==> src/hdl/tlp_pkg.sv <==
// ----------------------------------------------------------------------------
// Turtle line plotter package
// Shared constants, codes, control structs and helper functions.
// ----------------------------------------------------------------------------
package tlp_pkg;

    localparam int CANVAS_WIDTH  = 128;
    localparam int CANVAS_HEIGHT = 64;

    localparam int FULL_TURN    = 46080;
    localparam int CORDIC_ITERS = 16;
    localparam int DIV_NUM_W    = 17;
    localparam int DIV_DEN_W    = 16;

    localparam logic signed [33:0] CORDIC_START = 34'sd652032874;
    localparam logic signed [27:0] DEG90  = 28'sd5898240;
    localparam logic signed [27:0] DEG180 = 28'sd11796480;
    localparam logic signed [27:0] DEG270 = 28'sd17694720;
    localparam logic signed [27:0] DEG360 = 28'sd23592960;

    localparam logic [14:0] HOME_X_RST = 15'd12800;
    localparam logic [14:0] HOME_Y_RST = 15'd6400;

    localparam logic [1:0] CFG_HOME_X = 2'd0;
    localparam logic [1:0] CFG_HOME_Y = 2'd1;

    typedef enum logic [2:0] {
        CMD_FWD   = 3'd0,
        CMD_TURN  = 3'd1,
        CMD_PEN   = 3'd2,
        CMD_GOTO  = 3'd3,
        CMD_SETH  = 3'd4,
        CMD_CLEAR = 3'd5,
        CMD_READ  = 3'd6
    } t_cmd;

    typedef struct packed {
        logic clear;
        logic wr;
        logic rd;
    } t_canvas_req;

    typedef struct packed {
        logic busy;
        logic rd_bit;
    } t_canvas_sts;

    function automatic logic signed [27:0] atan_deg(input logic [3:0] idx);
        logic signed [27:0] v;
        unique case (idx)
            4'd0:  v = 28'sd2949120;
            4'd1:  v = 28'sd1740967;
            4'd2:  v = 28'sd919879;
            4'd3:  v = 28'sd466945;
            4'd4:  v = 28'sd234379;
            4'd5:  v = 28'sd117304;
            4'd6:  v = 28'sd58666;
            4'd7:  v = 28'sd29335;
            4'd8:  v = 28'sd14668;
            4'd9:  v = 28'sd7334;
            4'd10: v = 28'sd3667;
            4'd11: v = 28'sd1833;
            4'd12: v = 28'sd917;
            4'd13: v = 28'sd458;
            4'd14: v = 28'sd229;
            4'd15: v = 28'sd115;
            default: v = 28'sd0;
        endcase
        return v;
    endfunction

    function automatic logic [15:0] wrap_heading(input logic signed [18:0] v);
        logic signed [18:0] t;
        t = v;
        if (t < 0) t = t + 19'sd46080;
        if (t < 0) t = t + 19'sd46080;
        if (t >= 19'sd46080) t = t - 19'sd46080;
        if (t >= 19'sd46080) t = t - 19'sd46080;
        return t[15:0];
    endfunction

    function automatic logic signed [15:0] sat16(input logic signed [21:0] v);
        logic signed [15:0] r;
        if (v > 22'sd32767) r = 16'sh7fff;
        else if (v < -22'sd32768) r = 16'sh8000;
        else r = v[15:0];
        return r;
    endfunction

endpackage

==> src/hdl/tlp_cordic.sv <==
// ----------------------------------------------------------------------------
// Turtle line plotter CORDIC rotator
// Iterative rotation giving cosine and sine of a heading, one step a cycle.
// ----------------------------------------------------------------------------
module tlp_cordic (
    input  logic               i_clk,
    input  logic               i_rst_n,
    input  logic               i_start,
    input  logic [15:0]        i_heading,
    output logic               o_done,
    output logic signed [33:0] o_cos,
    output logic signed [33:0] o_sin
);

    localparam logic signed [27:0] DEG90_L  = tlp_pkg::DEG90;
    localparam logic signed [27:0] DEG270_L = tlp_pkg::DEG270;

    logic signed [33:0] r_x, r_y;
    logic signed [27:0] r_z;
    logic [3:0]         r_i;
    logic               r_busy, r_neg, r_done;

    logic signed [27:0] z0, z_fold;
    logic               neg0;
    logic signed [33:0] xs, ys;
    logic signed [27:0] at;

    always_comb begin
        z0 = signed'({3'b000, i_heading, 9'b0});
        neg0 = 1'b0;
        z_fold = z0;
        if (z0 > DEG90_L && z0 < DEG270_L) begin
            z_fold = z0 - tlp_pkg::DEG180;
            neg0 = 1'b1;
        end else if (z0 >= DEG270_L) begin
            z_fold = z0 - tlp_pkg::DEG360;
        end
        xs = r_x >>> r_i;
        ys = r_y >>> r_i;
        at = tlp_pkg::atan_deg(r_i);
    end

    always_ff @(posedge i_clk) begin
        if (!i_rst_n) begin
            r_busy <= 1'b0;
            r_done <= 1'b0;
        end else begin
            r_done <= 1'b0;
            if (i_start) begin
                r_x    <= tlp_pkg::CORDIC_START;
                r_y    <= '0;
                r_z    <= z_fold;
                r_neg  <= neg0;
                r_i    <= '0;
                r_busy <= 1'b1;
            end else if (r_busy) begin
                if (r_z >= 0) begin
                    r_x <= r_x - ys;
                    r_y <= r_y + xs;
                    r_z <= r_z - at;
                end else begin
                    r_x <= r_x + ys;
                    r_y <= r_y - xs;
                    r_z <= r_z + at;
                end
                r_i <= r_i + 4'd1;
                if (r_i == 4'(tlp_pkg::CORDIC_ITERS - 1)) begin
                    r_busy <= 1'b0;
                    r_done <= 1'b1;
                end
            end
        end
    end

    assign o_done = r_done;
    assign o_cos  = r_neg ? -r_x : r_x;
    assign o_sin  = r_neg ? -r_y : r_y;

endmodule

==> config.mk <==
export PLATFORM = sky130hd
export DESIGN_NAME = tlp_cordic
export DESIGN_NICKNAME = d
export VERILOG_FILES = /design/src/hdl/tlp_pkg.sv /design/src/hdl/tlp_cordic.sv
export SDC_FILE = /design/constraint.sdc
export NUM_CORES = 1
export LEC_CHECK = 0
export ABC_CLOCK_PERIOD_IN_PS = 10200
export BUFFER_PORTS_ARGS = -buffer_cell sky130_fd_sc_hd__clkbuf_2
export CORE_ASPECT_RATIO = 0.8
export CORE_MARGIN = 8
export CORE_UTILIZATION = 60
export DETAILED_ROUTE_END_ITERATION = 8
export PLACE_DENSITY = 0.78
export SKIP_CTS_REPAIR_TIMING = 1
export SLEW_MARGIN = 20
export SYNTH_ARGS = -nofsm -noshare
export SYNTH_HDL_FRONTEND = slang
export SYNTH_SLANG_ARGS = --single-unit
==> constraint.sdc <==
create_clock -name i_clk -period 10.2 [get_ports i_clk]
set_input_delay 1.02 -clock i_clk [delete_from_list [all_inputs] [get_ports i_clk]]
set_output_delay 1.02 -clock i_clk [all_outputs]
set_load 0.01 [all_outputs]
Yosys cells after proc, flatten, opt, wreduce, memory -nomap -nowiden
Memory sizes are Yosys's and may differ from the RTL's. A register that Yosys moved wholly into a read port is not among the register bits.
Index checks and enable logic that the tools add are counted.
{"block": "totals", "mem_count": 1, "in_bits": 19, "out_inout_bits": 69, "romBits": 352, "register_bits": 103, "elab_cells": 52}
{"name": "(no name shown)", "words": 16, "width": 22, "rd": 1, "rd_ports_with_merged_regs": 1, "wr": 0, "line_no": "tlp_pkg.sv:50", "text": "unique case (idx)"}
{"block": "op_classes", "n_shift": 2, "n_eq_ne": 1, "add_sub_neg": 11, "mux": 19, "magnitude_cmp": 4, "reduce_logical": 5, "bitwise_logic": 2}
{"op": "$mux 34", "n": 6}
{"op": "$mux 28", "n": 5}
{"op": "$add 34x34->34", "n": 2}
{"op": "$neg 34->34", "n": 2}
{"op": "$sshr 34x4->34", "n": 2}
{"op": "$sub 34x34->34", "n": 2}
{"op": "$add 28x28->28", "n": 1}
{"op": "$ge 28x1->1 const B", "n": 1}
{"op": "$sub 28x28->28", "n": 1}
{"op": "$sub 25x24->26 const B", "n": 1}
{"op": "$sub 25x25->26 const B", "n": 1}
{"op": "$ge 25x25->1 const B", "n": 1}
{"op": "$gt 25x23->1 const B", "n": 1}
{"op": "$lt 25x25->1 const B", "n": 1}
{"op": "$mux 4", "n": 3}
{"op": "$mux 1", "n": 5}
{"op": "$add 4x1->4 const B", "n": 1}
{"op": "$eq 4x4->1 const B", "n": 1}
{"op": "$reduce_and 2->1", "n": 2}
{"op": "$reduce_or 3->1", "n": 1}
{"op": "$not 1->1", "n": 2}
{"op": "$reduce_bool 2->1", "n": 1}
{"op": "$logic_and 1x1->1", "n": 1}

Longest topological paths before layout
{"block": "logic_depth", "ltp_word": 4, "depth_mapped": 30}

Least setup slack after synthesis
No wires, ideal clock.
{"block": "synth_timing", "kind": "reg2reg", "from": "reg r_i[3]", "to": "reg r_y[30] (data pin)", "n_path_buf": 8, "period_less_slack_ps": 6190, "setup_slack_ps": 4010, "arrival_time_ps": 5924, "path_stages_with_launch": 27, "path_cell_list": "edfxtp_1 -> clkbuf_1 -> buf_2 -> buf_4 -> buf_2 -> buf_4 -> buf_2 -> buf_2 -> buf_1 -> mux2i_1 -> mux4_2 -> and2_1 -> a21o_1 -> ha_1 -> nand2_1 -> o21ai_0 -> fa_1 -> a211oi_1 -> o21ai_0 -> a41oi_1 -> o311ai_0 -> a2111oi_0 -> nor2_1 -> o2111ai_1 -> nand2_1 -> xnor2_1 -> nor2_1"}
{"block": "synth_via", "elab_chain_cells": 4}
{"item": "from (decl)", "line_no": "tlp_cordic.sv:20", "text": "logic [3:0] r_i;"}
{"item": "from (signal assigned)", "line_no": "tlp_cordic.sv:66", "text": "r_i <= r_i + 4'd1;"}
{"item": "$sshr 34x4->34 *", "line_no": "tlp_cordic.sv:38", "text": "xs = r_x >>> r_i;"}
{"item": "$sub 34x34->34 or $add 34x34->34 (tied branches)", "line_no": "tlp_cordic.sv:63, tlp_cordic.sv:59"}
{"item": "$mux 34 *", "line_no": "tlp_cordic.sv:57", "text": "if (r_z >= 0) begin"}
{"item": "$mux 34 *", "line_no": "tlp_cordic.sv:56", "text": "end else if (r_busy) begin"}
{"item": "to (signal assigned)", "line_no": "tlp_cordic.sv:59", "text": "r_y <= r_y + xs;"}
{"item": "to (signal assigned)", "line_no": "tlp_cordic.sv:63", "text": "r_y <= r_y - xs;"}
{"item": "to (decl)", "line_no": "tlp_cordic.sv:18", "text": "logic signed [33:0] r_x, r_y;"}
Every way passes the cells marked *; elsewhere a longest branch is shown, timed or not. The select of a mux whose other input is x is not followed.
A chain may end at the register's enable or synchronous reset.

Final worst setup path
Same ends and word-level chain as after synthesis.

==> metrics.md <==
| Metric | Value |
|---|---|
| Post-synth top area cell | `edfxtp_1` |
| Total GRT Usage | `28.6%` |
| Post-DRT Antenna Nets | `0` |
| First-pass GRT wire length | `79700 um` |
| CP top delay family | `compound AO/OA/AOI/OAI gates` |
| Yosys cell types | `80` |
| Post-DP HPWL | `35900 um` |
| Post-synthesis sequential area ratio | `20.8%` |
| Area contributors post-synth | `edfxtp_1, ha_1, mux4_2, xnor2_1, o21ai_0` |
| Synth Area per Inst | `8.41 um^2` |
| Crit path from | `r_i[3]` |
| CP startpoint kind | `flop` |
| Final Skew | `15.8 ps` |
| Bufs on Longest Clock Path | `2` |
| Hold WC Path Type | `reg -> reg` |
| Final hold violation count | `0` |
| DR vias/cell | `6.63` |
| Min Hold Slack | `519 ps` |
| Clk sinks | `125` |
| Avg WL per Cell | `20.7 um` |
| Clk Latency, worst-skew pair | `450 ps` |
| Ys Warns | `0` |
| Critical path's largest stage delay | `790 ps` |
| RSZ-0062 raised after global routing | `no` |
| Worst-path cell chain | `buf_4 > buf_4 > mux4_2 > mux2_2 > mux2i_1 > o2111ai_1 > nor3_1 > inv_1 > o21ai_0 > xnor2_1 > ha_1 > nand4_1 > o311ai_0 > a2111oi_0 > nor2_1 > o2111ai_1 > nand2_1 > xnor2_1 > nor2_1` |
| PwrDens | `262 nW/um^2` |
| # DRC | `0` |
| Ys flop type | `edfxtp_1` |
| Vias in the first global route | `15.1k` |
| Layout Nets | `2132` |
| Initial DRC count | `1460` |
| Width of the chip | `204 um` |
| Gr ovfl total | `0` |
| Post-Syn Area | `16900 um^2` |
| Placed Area | `17400 um^2` |
| CP required | `10370 ps` |
| Crit path time final | `6780 ps` |
| Core area | `28000 um^2` |
| Number of I/O pins | `88` |
| CP Max Fanout | `71` |
| Post-Place Setup Slack | `3530 ps` |
| H-tree depth | `4` |
| Largest net degree at the start of global routing | `78` |
| Final worst-path setup slack | `3420 ps` |
| Relative slew slack | `37.9%` |
| Router iterations before antenna repair | `5` |
| Max-cap viol count | `0` |
| TritonCTS Buffers | `17` |
| Slew Viols, Final | `0` |
| # rows | `55` |
| VDD IR max | `0.149 mV` |
| Via count | `15.8k` |
| CTS tree | `yes` |
| Drt total wl | `49400 um` |
| Initial Util | `60.4%` |
| Root Driver | `clkbuf_16` |
| Commonest non-fill, non-tap cell in the layout | `nand2_1` |
| WP data arrival | `6950 ps` |
| Share of cells above drive strength 1 | `12.8%` |
| Max Clk Rate | `147 MHz` |
| Port buffer count | `87` |
| Post-layout instance area | `18000 um^2` |
| Area delta synth->final | `6.27%` |
| Asr flop ratio synth | `0%` |
| Flops & latches, synth | `125` |
| Fin crit share | `66.5%` |
| Final setup violation count | `0` |
| Worst-Margin Slew | `920 ps` |
| Post-synth EDFFs | `101` |
| WP buf/inv | `3` |
| Placer congestion estimate | `0.965` |
| Initial antenna violation count | `0` |
| Top-area cell type share of the netlist area | `17.9%` |
| P_leak | `7.12 nW` |
| Crit Reg-Reg Startpoint | `r_i[3]` |
| Worst setup path category | `reg -> reg` |
| Synth Net Count | `2142` |
| TNS Setup | `0 ps` |
| Slowest CP cell | `o311ai_0` |
| Cells after Synth | `2010` |
| Clk slew on worst S/H paths | `70 ps` |
| Worst Hold Launch | `r_busy` |
| Status | `complete, no violations` |
| Setup crit end kind | `flop` |
| Die height | `166 um` |
| Most frequent cells in the layout | `nand2_1, nor2_1, o21ai_0` |
| Die area | `33800 um^2` |
[flip-flops by register name (all words and copies together), names as in the netlist]
register	flops
r_neg	1
r_busy	1
r_y	34
r_z	28
at	22
o_done	1
r_i	4
r_x	34
[final timing paths]
| check | to | slack [ps] | depth (start not counted) |
|---|---|---|---|
| min | o_done | 520 | 2 |
| min reg2reg | o_done | 520 | 2 |
| max reg2reg | r_y[30] | 3420 | 19 |
| max | r_y[30] | 3420 | 19 |
[stage by stage]
step	util [%]	instances	total power [mW]
after floorplan	-	2010	3.29
after global placement	62.0	2351	3.94
after detailed placement	62.0	2351	4.01
after CTS	64.1	2383	4.67
after global routing	64.1	2383	5.06
final	64.1	2384	4.71
[cell usage after synthesis, types with 8 or more instances]
library cell  instances
nand2_1             207
nor2_1              173
o21ai_0             164
xnor2_1             138
a21oi_1             119
ha_1                110
edfxtp_1            101
xor2_1               93
clkbuf_1             80
mux4_2               61
mux2i_1              55
inv_1                54
a21o_1               47
nor3_1               42
nand2b_1             40
mux2_2               39
o31ai_1              36
nand3_1              28
a211oi_1             25
buf_1                24
dfxtp_1              24
nor2b_1              23
a31oi_1              20
and3_1               19
buf_2                19
o21a_1               18
o22ai_1              18
or3_1                17
or4_1                17
nor4_1               15
and2_1               13
o211ai_1             13
o41ai_1              13
o21bai_1             12
mux4_1                9
nand4_1               9
buf_4                 8
nor3b_1               8
or2_2                 8
[tightest hold or removal path: cells and delay by family (launching register included)]
family / cells / cell delay, ps
flops: 1 / 340
simple gates: 2 / 130
[per-layer routing]
metal / global-route usage, % / vias to the layer above / share of wire [%]
met3: 5.07 / 124 / 7.5
li1: - / 7466 / -
met5: 0 / - / 0
met2: 46.8 / 665 / 47
met1: 36.8 / 7559 / 42
met4: 11.7 / 0 / 3.6
[cells by family after synthesis]
| kind of cell | Yosys count | synth area share, % |
|---|---|---|
| simple gates | 632 | 17.8 |
| buf+inv | 189 | 4.66 |
| flops | 125 | 20.8 |
| fa+ha+maj | 113 | 8.50 |
| xor+xnor | 231 | 12.0 |
| mux | 165 | 15.5 |
| compound gates | 555 | 20.8 |
[cell type report]
| type | count | area, um^2 |
|---|---|---|
| Inverter | 55 | 209 |
| Clock inverter | 12 | 135 |
| Multi-Input combinational cell | 1696 | 12600 |
| Timing Repair Buffer | 105 | 571 |
| Sequential cell | 125 | 3510 |
| Antenna cell | 1 | 2.50 |
| Clock buffer | 20 | 468 |
| Fill cell | 2319 | 10000 |
| Tap cell | 370 | 463 |
[power by group]
part / switching [mW] / total, mW / internal (mW)
Combinational: 1.66 / 2.99 / 1.33
Clock: 0.263 / 0.646 / 0.383
Sequential: 0.316 / 1.07 / 0.755
Power figures use the tool's default switching activity.
