<file path="src/hdl/tlp_pkg.sv">
// ----------------------------------------------------------------------------
// Turtle line plotter package
// Shared constants, codes, control structs and helper functions.
// ----------------------------------------------------------------------------
package tlp_pkg;

    localparam int CANVAS_WIDTH  = 128;
    localparam int CANVAS_HEIGHT = 64;

    localparam int FULL_TURN    = 46080;
    localparam int CORDIC_ITERS = 16;
    localparam int DIV_NUM_W    = 17;
    localparam int DIV_DEN_W    = 16;

    localparam logic signed [33:0] CORDIC_START = 34'sd652032874;
    localparam logic signed [27:0] DEG90  = 28'sd5898240;
    localparam logic signed [27:0] DEG180 = 28'sd11796480;
    localparam logic signed [27:0] DEG270 = 28'sd17694720;
    localparam logic signed [27:0] DEG360 = 28'sd23592960;

    localparam logic [14:0] HOME_X_RST = 15'd12800;
    localparam logic [14:0] HOME_Y_RST = 15'd6400;

    localparam logic [1:0] CFG_HOME_X = 2'd0;
    localparam logic [1:0] CFG_HOME_Y = 2'd1;

    typedef enum logic [2:0] {
        CMD_FWD   = 3'd0,
        CMD_TURN  = 3'd1,
        CMD_PEN   = 3'd2,
        CMD_GOTO  = 3'd3,
        CMD_SETH  = 3'd4,
        CMD_CLEAR = 3'd5,
        CMD_READ  = 3'd6
    } t_cmd;

    typedef struct packed {
        logic clear;
        logic wr;
        logic rd;
    } t_canvas_req;

    typedef struct packed {
        logic busy;
        logic rd_bit;
    } t_canvas_sts;

    function automatic logic signed [27:0] atan_deg(input logic [3:0] idx);
        logic signed [27:0] v;
        unique case (idx)
            4'd0:  v = 28'sd2949120;
            4'd1:  v = 28'sd1740967;
            4'd2:  v = 28'sd919879;
            4'd3:  v = 28'sd466945;
            4'd4:  v = 28'sd234379;
            4'd5:  v = 28'sd117304;
            4'd6:  v = 28'sd58666;
            4'd7:  v = 28'sd29335;
            4'd8:  v = 28'sd14668;
            4'd9:  v = 28'sd7334;
            4'd10: v = 28'sd3667;
            4'd11: v = 28'sd1833;
            4'd12: v = 28'sd917;
            4'd13: v = 28'sd458;
            4'd14: v = 28'sd229;
            4'd15: v = 28'sd115;
            default: v = 28'sd0;
        endcase
        return v;
    endfunction

    function automatic logic [15:0] wrap_heading(input logic signed [18:0] v);
        logic signed [18:0] t;
        t = v;
        if (t < 0) t = t + 19'sd46080;
        if (t < 0) t = t + 19'sd46080;
        if (t >= 19'sd46080) t = t - 19'sd46080;
        if (t >= 19'sd46080) t = t - 19'sd46080;
        return t[15:0];
    endfunction

    function automatic logic signed [15:0] sat16(input logic signed [21:0] v);
        logic signed [15:0] r;
        if (v > 22'sd32767) r = 16'sh7fff;
        else if (v < -22'sd32768) r = 16'sh8000;
        else r = v[15:0];
        return r;
    endfunction

endpackage

</file>
<file path="src/hdl/tlp_div.sv">
// ----------------------------------------------------------------------------
// Turtle line plotter divider
// Restoring unsigned divider, one quotient bit a cycle.
// ----------------------------------------------------------------------------
module tlp_div (
    input  logic                           i_clk,
    input  logic                           i_rst_n,
    input  logic                           i_start,
    input  logic [tlp_pkg::DIV_NUM_W-1:0]  i_num,
    input  logic [tlp_pkg::DIV_DEN_W-1:0]  i_den,
    output logic                           o_done,
    output logic [tlp_pkg::DIV_NUM_W-1:0]  o_quo,
    output logic [tlp_pkg::DIV_DEN_W-1:0]  o_rem
);

    localparam int NW = tlp_pkg::DIV_NUM_W;
    localparam int DW = tlp_pkg::DIV_DEN_W;
    localparam int CW = $clog2(NW + 1);

    logic [NW-1:0] r_quo;
    logic [DW-1:0] r_rem, r_den;
    logic [CW-1:0] r_cnt;
    logic          r_busy, r_done;

    logic [DW:0]   rem_sh, rem_sub;
    logic          take;

    always_comb begin
        rem_sh  = {r_rem, r_quo[NW-1]};
        take    = rem_sh >= {1'b0, r_den};
        rem_sub = rem_sh - {1'b0, r_den};
    end

    always_ff @(posedge i_clk) begin
        if (!i_rst_n) begin
            r_busy <= 1'b0;
            r_done <= 1'b0;
        end else begin
            r_done <= 1'b0;
            if (i_start) begin
                r_quo  <= i_num;
                r_rem  <= '0;
                r_den  <= i_den;
                r_cnt  <= '0;
                r_busy <= 1'b1;
            end else if (r_busy) begin
                r_rem <= take ? rem_sub[DW-1:0] : rem_sh[DW-1:0];
                r_quo <= {r_quo[NW-2:0], take};
                r_cnt <= r_cnt + CW'(1);
                if (r_cnt == CW'(NW - 1)) begin
                    r_busy <= 1'b0;
                    r_done <= 1'b1;
                end
            end
        end
    end

    assign o_done = r_done;
    assign o_quo  = r_quo;
    assign o_rem  = r_rem;

endmodule

</file>
<file path="config.mk">
export PLATFORM = sky130hd
export DESIGN_NAME = tlp_div
export DESIGN_NICKNAME = d
export VERILOG_FILES = /design/src/hdl/tlp_pkg.sv /design/src/hdl/tlp_div.sv
export SDC_FILE = /design/constraint.sdc
export NUM_CORES = 1
export LEC_CHECK = 0
export BUFFER_PORTS_ARGS = -buffer_cell sky130_fd_sc_hd__buf_2
export CORE_ASPECT_RATIO = 1.5
export CORE_MARGIN = 5
export CORE_UTILIZATION = 25
export DETAILED_ROUTE_END_ITERATION = 6
export GPL_ROUTABILITY_DRIVEN = 1
export SYNTH_ARGS = -nofsm -noshare
export SYNTH_HDL_FRONTEND = slang
export SYNTH_SLANG_ARGS = --single-unit
</file>
<file path="constraint.sdc">
create_clock -name i_clk -period 3.5 [get_ports i_clk]
set_input_delay 0.525 -clock i_clk [delete_from_list [all_inputs] [get_ports i_clk]]
set_output_delay 0.525 -clock i_clk [all_outputs]
set_load 0.02 [all_outputs]
</file>
## Yosys cells after proc, flatten, opt, wreduce, memory -nomap -nowiden

Cells that the tools add are included.

| word-level totals | value |
|---|---|
| bits in registers | 56 |
| bits of input ports | 36 |
| output and inout bits | 34 |
| word-level logic and storage cells | 25 |

| operators by class | value |
|---|---|
| add/sub/neg operators | 2 |
| order comparisons | 1 |
| eq/ne operators | 1 |
| muxes and demuxes | 9 |
| bitwise gates (word level) | 2 |
| reductions and logical operators | 4 |

Operator list:

| operator | count |
|---|---|
| 17-bit two-way mux | 2 |
| 16-bit two-way mux | 2 |
| 17-bit by 16-bit >= comparator with 1-bit output | 1 |
| 16-bit subtractor | 1 |
| 5-bit by 1-bit adder with 5-bit output, second input constant | 1 |
| 5-bit equality test, second input constant | 1 |
| 5-bit two-way mux | 1 |
| 1-bit two-way mux | 4 |
| 2-bit AND reduction | 2 |
| 3-bit OR reduction | 1 |
| 1-bit inverter | 2 |
| 2-bit nonzero test | 1 |

## Longest topological paths before layout

Gate-level depths: netlist of run 1.

| depth | value |
|---|---|
| depth after elaboration | 4 |
| gate-level depth with buffers | 10 |

## Worst setup path after synthesis of run 1

Ideal clock, no wire load.

| timing path | value |
|---|---|
| kind | register to register |
| start | register r_rem[7] (netlist: o_rem[7]) |
| end | register r_rem[13] (netlist: o_rem[13]) (data pin) |
| setup time | 0.274 ns |
| arrival time | 2.236 ns |
| required time | 3.226 ns |
| setup slack | 0.989 ns |
| stages on the path, launching flop included | 8 |
| path buffers | 0 |
| cells stage by stage | edfxtp_1 -> ha_1 -> and2_1 -> a221o_1 -> nor2b_1 -> or4_1 -> o211ai_1 -> a211oi_2 |

| on the way | value |
|---|---|
| cells in the longest elaborated chain, start to end | 3 |
| elaborated cells on any way between the ends | 4 |
| classes of those cells | 1 x add/sub; 1 x order compare; 2 x mux |

Ends and longest elaborated chain:

| element | line | text |
|---|---|---|
| start: declaration | tlp_div.sv:21 | `logic [DW-1:0] r_rem, r_den;` |
| start signal: assignment | tlp_div.sv:47 | `r_rem <= take ? rem_sub[DW-1:0] : rem_sh[DW-1:0];` |
| 16-bit subtractor or 17-bit by 16-bit >= comparator with 1-bit output (tied branches) | tlp_div.sv:31, tlp_div.sv:30 |  |
| 16-bit two-way mux * | tlp_div.sv:47 |  |
| 16-bit two-way mux * | tlp_div.sv:46 | `end else if (r_busy) begin` |

Mark *: on every way between the ends. The rest lies on a longest branch, timed or not. The select of a mux whose other input is x is not followed.
A chain may end at the register's enable or synchronous reset.

## Worst setup path in the final report of run 1

| timing path | value |
|---|---|
| start | register r_rem[0] (netlist: o_rem[0]) |
| end | register r_rem[11] (netlist: o_rem[11]) (data pin) |

The elaborated chain is that of the path after synthesis.

==> flow_metrics.env, run 1 <==
export IMPL_drt_iter0_markers=76
export IMPL_nets=405
export IMPL_worstSkewPairLatency_ps=300
export IMPL_grt_max_degree=38
export IMPL_hold_viol_final=0
export IMPL_drtPass1Iterations=4
export IMPL_finalCritPeriodShare=0.8299
export IMPL_setup_viol=0
export IMPL_synth_seq_cells=56
export IMPL_dp_cells=502
export IMPL_synthTopCellsByArea="edfxtp_1 (50%), ha_1 (6.9%), mux2_2 (5.9%)"
export IMPL_endpoint_kind="flip-flop"
export IMPL_hold_depth=1
export IMPL_via_per_inst=4.616
export IMPL_cts_setup_buffers=0
export IMPL_cts_buffers=5
export IMPL_die_area_um2=15480
export IMPL_finalWirelength_mm=7.706
export IMPL_detail_route_wl_per_cell_um=15.11
export IMPL_synth_top_area_cell="edfxtp_1"
export IMPL_power_leakage_uw=0.001627
export IMPL_synth_main_ff_cell="edfxtp_1"
export IMPL_yosysSeqAreaShare=0.5094
export IMPL_synth_area_per_cell_um2=11.65
export IMPL_dpl_hpwl_mm=5.754
export IMPL_ioPinCount=70
export IMPL_diodes=0
export IMPL_postRouteAntennaNets=0
export IMPL_tns_ps=0
export IMPL_drive_gt1_frac=0.3362
export IMPL_critPathLaunchType="flip-flop"
export IMPL_cts_hold_buf=0
export IMPL_vias=2354
export IMPL_postSynthCellCount=280
export IMPL_clockBufferDepth=2
export IMPL_r2r_cells=7
export IMPL_max_slew_margin=0.3631
export IMPL_period_minus_slack_ps=2905
export IMPL_synth_cell_type_count=53
export IMPL_hold_end="r_den[0]"
export IMPL_placementRows=51
export IMPL_synth_warnings=0
export IMPL_syn_cell_area_um2=3262
export IMPL_async_flop_share=0
export IMPL_cp_data_arrival_time_ps=3050
export IMPL_hold_ws_ps=389.4
export IMPL_antenna_found_initial=0
export IMPL_timing_rr_start="o_rem[0]"
export IMPL_drc=0
export IMPL_synthToLayoutAreaGrowth_pct=20.45
export IMPL_fmax_mhz=344.3
export IMPL_rsz0062_at_grt="false"
export IMPL_crit_required_ps=3650
export IMPL_htree_levels=2
export IMPL_skew_ps=7.493
export IMPL_holdCritPathClass="in -> reg"
export IMPL_tightest_slew_ps=955.3
export IMPL_clock_sinks=56
export IMPL_synth_fp_nets=335
export IMPL_die_x_um=103.3
export IMPL_finalMaxSlewViolations=0
export IMPL_grtUsageTotal=0.1023
export IMPL_cp_max_fo=28
export IMPL_grt_first_pass_wirelength_mm=12.28
export IMPL_setup_worst_path_class="reg -> reg"
export IMPL_holdCritStartpoint="i_den[0]"
export IMPL_die_y_um=149.9
export IMPL_r2r_slack_ps=600
export IMPL_status="finished clean"
export IMPL_grt_pass1_vias=2485
export IMPL_overflow=0
export IMPL_pwr_density_cell_nw_per_um2=487.5
export IMPL_maxCapViolations=0
export IMPL_ir_drop_v=0.0002024
export IMPL_fin_cells=510
export IMPL_cts_root_buf="clkbuf_16"
export IMPL_place_congestion=0.8763
export IMPL_coreArea_um2=12890
export IMPL_synth_edf_count=54
export IMPL_cts_tree="done"
export IMPL_cts_repair_resized=0
export IMPL_portBuffers=69
export IMPL_cts_reportedPaths_clkPinSlew_ps=80
export IMPL_r2r_end="o_rem[11]"
export IMPL_synth_top_area_frac=0.4971
export IMPL_start_util=0.2531
-- worst max-delay path, cell delays in order, from the launching register on --
cell and delay, ps:
edfxtp_1 440, ha_1 330, nor2b_2 170, o2111ai_2 170, a211o_1 400, a31oi_4 800, o21ai_1 220, a21oi_1 230
-- placed cells by master, fill, tap and decap left out, types with 6 or more instances in the layout --
master / instances
inv_1: 28
a21o_1: 6
nand2_1: 12
mux2i_1: 7
nand3_1: 8
nor2_1: 22
mux2_2: 17
edfxtp_1: 54
ha_1: 18
a21oi_1: 15
buf_2: 69
or2_2: 6
-- flip-flops by register name (all words and copies together), names as in the netlist --
name,cells
o_quo,17
r_cnt,5
o_rem,16
r_den,16
r_busy,1
o_done,1
-- metal layers --
layer  share of wire  global-route usage  vias up  wire, um
li1                -                   -     1168         -
met1            0.40              0.1127     1123      3051
met2            0.53              0.1848       54      4089
met3           0.056             0.03172        9       432
met4           0.017             0.02981        0       133
met5               0                   0        -         0
-- where the power goes --
group          leakage [uW]  switching (uW)  total (uW)  internal, uW
clock network     0.0000708             264         535           272
logic               0.00102             319         542           223
registers          0.000534            31.2         838           807
-- cells by family (layout without fill, tap and decap cells) --
group / after synthesis / in the layout / synth area share
flip-flops: 56 / 56 / 0.5094
AO/OA/AOI/OAI: 56 / 56 / 0.1316
XOR/XNOR: 9 / 9 / 0.02416
multiplexers: 24 / 24 / 0.08017
adder cells (fa/ha/maj): 19 / 19 / 0.07518
buffers and inverters: 37 / 108 / 0.04756
AND/OR/NAND/NOR: 79 / 79 / 0.1320
-- layout make-up --
class | instances | area, um^2
clock buffer | 5 | 125.1
clock inverter | 3 | 25.02
tap | 159 | 198.9
sequential | 56 | 1662
fill | 1356 | 8961
timing repair buffer | 72 | 367.9
inverter | 28 | 105.1
multi-input combinational | 187 | 1445
-- cells in the mapped netlist, types with 4 or more instances --
master / instances
a21o_1: 6
nor2_2: 4
nor2_1: 22
xnor2_1: 4
nand3_1: 8
edfxtp_1: 54
a211oi_2: 4
or2_2: 6
o21a_1: 4
a21oi_1: 15
mux2_2: 17
xor2_1: 5
nor3_1: 4
nand2_1: 12
ha_1: 18
inv_1: 28
nor2b_1: 4
mux2i_1: 7
-- worst max-delay path by stage --
| stage | cells after the start | startpoint | end |
|---|---|---|---|
| floorplan | 7 | o_rem[7] | o_rem[13] |
| global placement | 6 | o_rem[2] | o_rem[3] |
| detailed placement | 7 | o_rem[0] | o_rem[15] |
| CTS | 7 | o_rem[0] | o_rem[15] |
| global route | 7 | o_rem[0] | o_rem[11] |
| finish | 7 | o_rem[0] | o_rem[11] |
-- through the flow --
stage | util | setup slack (ps) | area (um^2) | power (uW)
floorplan | - | 989.4 | 3262 | 1263
finish | 0.3048 | 595.3 | 3929 | 1915
CTS | 0.3048 | 553.1 | 3929 | 1942
global placement | 0.2931 | 670.4 | 3779 | 1389
detailed placement | 0.2931 | 564.0 | 3779 | 1401
global route | 0.3048 | 363.8 | 3929 | 2033
Note: power is estimated with default switching activity, not from simulation.
==> inputs of run 2 (changes only) <==
Clock period 3.5 ns to 3 ns, I/O delays scaled along.
==> run 2 against run 1 <==
- register-to-register slack worse by 170 ps
- sequential power is 17% higher
- final area is 0.48% higher
- worst setup slack worse by 170 ps
- non-clock buffer count is 2 higher
- flip-flop and latch count stayed put
- critical endpoint is now o_rem[15]
- largest cell class unchanged
- highest routed layer unchanged
==> flow_metrics.env, run 2 (synthesized netlist as in run 1, its figures left out) <==
export IMPL_status="finished clean"
export IMPL_ioPinCount=70
export IMPL_cts_tree="done"
export IMPL_final_cell_mix="buf_2 (69), edfxtp_1 (54), inv_1 (28)"
export IMPL_overflow=0
export IMPL_cp_max_fo=17
export IMPL_dpl_hpwl_mm=5.935
export IMPL_hold_viol_final=0
export IMPL_critPathLaunchType="flip-flop"
export IMPL_cts_reportedPaths_clkPinSlew_ps=80
export IMPL_diodes=0
export IMPL_holdCritPathClass="in -> reg"
export IMPL_cts_root_buf="clkbuf_16"
export IMPL_drc=0
export IMPL_grtUsageTotal=0.1056
export IMPL_cts_hold_buf=0
export IMPL_max_slew_margin=0.4901
export IMPL_portBuffers=69
export IMPL_largest_reg_flops=17
export IMPL_ir_drop_v=0.0002458
export IMPL_final_common_cell="buf_2"
export IMPL_rsz0062_at_grt="false"
export IMPL_drtPass1Iterations=4
export IMPL_start_util=0.2531
export IMPL_setup_viol=0
export IMPL_synthToLayoutAreaGrowth_pct=21.02
export IMPL_period_minus_slack_ps=2573
export IMPL_placementRows=51
export IMPL_die_y_um=149.9
export IMPL_grt_first_pass_wirelength_mm=12.79
export IMPL_cts_buffers=5
export IMPL_nets=407
export IMPL_grt_max_degree=25
export IMPL_tightest_slew_ps=764.0
export IMPL_drive_gt1_frac=0.3399
export IMPL_vias=2375
export IMPL_worstSkewPairLatency_ps=300
export IMPL_antenna_found_initial=0
export IMPL_drt_iter0_markers=99
export IMPL_via_per_inst=4.639
export IMPL_clockBufferDepth=2
export IMPL_htree_levels=2
export IMPL_endpoint_kind="flip-flop"
export IMPL_fmax_mhz=388.6
export IMPL_die_area_um2=15480
export IMPL_place_congestion=0.8876
export IMPL_die_x_um=103.3
export IMPL_setup_worst_path_class="reg -> reg"
export IMPL_finalWirelength_mm=7.738
export IMPL_r2r_slack_ps=430
export IMPL_power_leakage_uw=0.001642
export IMPL_postRouteAntennaNets=0
export IMPL_maxCapViolations=0
export IMPL_skew_ps=8.462
export IMPL_pre_cts_ws_ps=433.6
export IMPL_cp_data_arrival_time_ps=2690
export IMPL_coreArea_um2=12890
export IMPL_cts_setup_buffers=0
export IMPL_final_util=0.3063
export IMPL_pwr_density_cell_nw_per_um2=571.6
export IMPL_finalMaxSlewViolations=0
export IMPL_clock_sinks=56
export IMPL_timing_final_ws_setup_ps=426.7
export IMPL_grt_pass1_vias=2658
export IMPL_cts_repair_resized=0
export IMPL_tns_ps=0
export IMPL_crit_required_ps=3120
export IMPL_detail_route_wl_per_cell_um=15.11
export IMPL_finalCritPeriodShare=0.8578
[run 2: area by class of cell]
cell class	count	area [um^2]
Tap cell	159	198.9
Sequential cell	56	1662
Inverter	28	105.1
Clock inverter	3	28.78
Timing Repair Buffer	74	382.9
Clock buffer	5	125.1
Multi-Input combinational cell	187	1445
Fill cell	1346	8942
[run 2: worst paths after layout]
kind            start   endpoint  cells after the start
min reg2reg    r_busy     o_done                      1
min          i_den[0]   r_den[0]                      1
max          o_rem[0]  o_rem[15]                      8
max reg2reg  o_rem[0]  o_rem[15]                      8
[run 2: worst max-delay path, stage by stage (launching register included)]
cell	delay [ps]
edfxtp_1	460
ha_1	340
nor2b_2	180
o2111ai_2	180
a211o_1	420
a31oi_4	190
buf_4	270
nor2_1	60
a311oi_1	280
[run 2: through the flow]
stage,total power (uW),instance area (um^2),hold slack (ps),std cells
2_1_floorplan,1474,3262,499.1,280
3_3_place_gp,1628,3794,510.0,504
3_5_place_dp,1644,3794,519.8,504
4_1_cts,2287,3948,309.0,512
5_1_grt,2392,3948,301.5,512
6_report,2257,3948,315.2,512
[run 2: layer usage]
layer / GRT usage / vias up / routed length, um
met5: 0 / - / 0
met2: 0.1873 / 77 / 4052
met4: 0.04342 / 0 / 238
met1: 0.1143 / 1110 / 2871
met3: 0.03172 / 15 / 576
li1: - / 1173 / -
[run 2: report_power, final]
group	switching, uW	internal (uW)	total, uW
clock network	314	323	637
registers	37.7	941	979
logic	374	267	641
==> inputs of run 3 (changes only) <==
Settings changed: CORE_UTILIZATION 25 to 55, PLACE_DENSITY set to 0.8.
==> run 3 against run 2 <==
- worst setup slack got worse by 75 ps
- critical path type unchanged
- critical endpoint is now o_rem[11]
- first-iteration DRC count rose by 77%
- hold slack got worse by 5.6 ps
==> flow_metrics.env, run 3 (synthesized netlist as in run 1, its figures left out) <==
export IMPL_grt_pass1_vias=2480
export IMPL_via_per_inst=5.589
export IMPL_power_leakage_uw=0.001620
export IMPL_intPower_uw=1462
export IMPL_hold_viol_final=0
export IMPL_crit_required_ps=3150
export IMPL_vias=2364
export IMPL_grtUsageTotal=0.1912
export IMPL_ir_drop_v=0.0004007
export IMPL_cp_max_fo=24
export IMPL_tightest_slew_ps=716.7
export IMPL_cts_hold_buf=0
export IMPL_dpl_hpwl_mm=5.267
export IMPL_dp_cells=415
export IMPL_path_delay_family="compound AO/OA/AOI/OAI gates"
export IMPL_pwr_density_cell_nw_per_um2=556.2
export IMPL_drt_iter0_markers=175
export IMPL_timing_final_ws_setup_ps=351.8
export IMPL_status="finished clean"
export IMPL_cts_repair_resized=0
export IMPL_cp_data_arrival_time_ps=2800
export IMPL_finalWirelength_mm=6.925
export IMPL_cp_cell_sequence="ha_1 > a21o_1 > a31oi_1 > a211o_1 > a31oi_4 > buf_12 > or2_2 > a21oi_1"
export IMPL_skew_ps=10.06
export IMPL_fmax_mhz=377.6
export IMPL_power_switching_uw=652.6
export IMPL_tns_ps=0
export IMPL_htree_levels=2
export IMPL_cts_reportedPaths_clkPinSlew_ps=100
export IMPL_cp_num_buf_inv=1
export IMPL_postRouteAntennaNets=0
export IMPL_setup_worst_path_class="reg -> reg"
export IMPL_period_minus_slack_ps=2648
export IMPL_rsz0062_at_grt="false"
export IMPL_cp_slowest_cell="edfxtp_1"
export IMPL_maxCapViolations=0
export IMPL_die_x_um=72.88
export IMPL_max_slew_margin=0.5217
export IMPL_start_util=0.5638
export IMPL_endpoint_kind="flip-flop"
export IMPL_drive_gt1_frac=0.3333
export IMPL_cts_buffers=5
export IMPL_fin_cells=423
export IMPL_final_common_cell="buf_2"
export IMPL_nets=405
export IMPL_placementRows=34
export IMPL_grt_max_degree=33
export IMPL_antenna_found_initial=0
export IMPL_coreArea_um2=5786
export IMPL_worstSkewPairLatency_ps=310
export IMPL_holdCritPathClass="in -> reg"
export IMPL_synthToLayoutAreaGrowth_pct=16.57
export IMPL_swShare=0.3086
export IMPL_final_cell_mix="buf_2 (69), edfxtp_1 (54), inv_1 (28)"
export IMPL_die_area_um2=7603
export IMPL_setup_viol=0
export IMPL_largest_reg_flops=17
export IMPL_pwr_share_clk=0.232
export IMPL_place_congestion=0.9259
export IMPL_die_y_um=104.3
export IMPL_clock_sinks=56
export IMPL_cts_setup_buffers=0
export IMPL_ioPinCount=70
export IMPL_slowest_delay_ps=420
export IMPL_cts_tree="done"
export IMPL_finalMaxSlewViolations=0
export IMPL_clockBufferDepth=2
export IMPL_diodes=0
export IMPL_finalCritPeriodShare=0.8827
export IMPL_drtPass1Iterations=4
export IMPL_combinationalPowerShare=0.306
export IMPL_cts_root_buf="clkbuf_8"
export IMPL_power_uw=2115
export IMPL_overflow=0
export IMPL_critPathLaunchType="flip-flop"
export IMPL_detail_route_wl_per_cell_um=16.37
export IMPL_drc=0
export IMPL_pre_cts_ws_ps=379.5
export IMPL_seq_power_share=0.463
export IMPL_grt_first_pass_wirelength_mm=11.52
export IMPL_portBuffers=69
## run 3: stage by stage
stage / hold slack, ps / util / cell area, um^2
6_report: 309.5 / 0.6572 / 3802
5_1_grt: 291.6 / 0.6572 / 3802
4_1_cts: 301.6 / 0.6572 / 3802
3_5_place_dp: 524.1 / 0.6386 / 3695
3_3_place_gp: 519.0 / 0.6386 / 3695
2_1_floorplan: 499.1 / - / 3262
## run 3: final timing paths
check	startpoint	to	slack [ps]	cells after the start
setup / recovery	o_rem[3]	o_rem[11]	350	8
hold / removal	i_den[8]	r_den[8]	310	1
setup reg to reg	o_rem[3]	o_rem[11]	350	8
hold reg to reg	r_busy	o_done	550	1
## run 3: power groups by stage
stage                     combinational [uW]  clock, uW  sequential [uW]
after floorplan                          435          0             1040
after global placement                   628          0              993
after detailed placement                 646          0              997
after CTS                                650        506              980
after global routing                     709        539              988
final                                    646        490              979
## run 3: layer usage
| metal | wire [um] | up-vias | share of wire | track usage |
|---|---|---|---|---|
| met2 | 3726 | 65 | 0.54 | 0.3379 |
| met3 | 360 | 10 | 0.052 | 0.04159 |
| met1 | 2715 | 1122 | 0.39 | 0.2256 |
| met4 | 122 | 0 | 0.018 | 0.05805 |
| li1 | - | 1167 | - | - |
| met5 | 0 | - | 0 | 0 |
## run 3: worst reg2reg max path, cell delays in order, from the launching register on
cell and delay, ps:
edfxtp_1 420, ha_1 420, a21o_1 230, a31oi_1 340
a211o_1 290, a31oi_4 170, buf_12 210, or2_2 280
a21oi_1 140
## run 3: cell type report
cell class,count,area (um^2)
flip-flops and latches,56,1662
clock inverters,2,35.03
repair buffers,72,392.9
multi-input cells,187,1445
fillers,483,1983
inverters,28,105.1
well taps,72,90.09
clock buffers,6,72.57
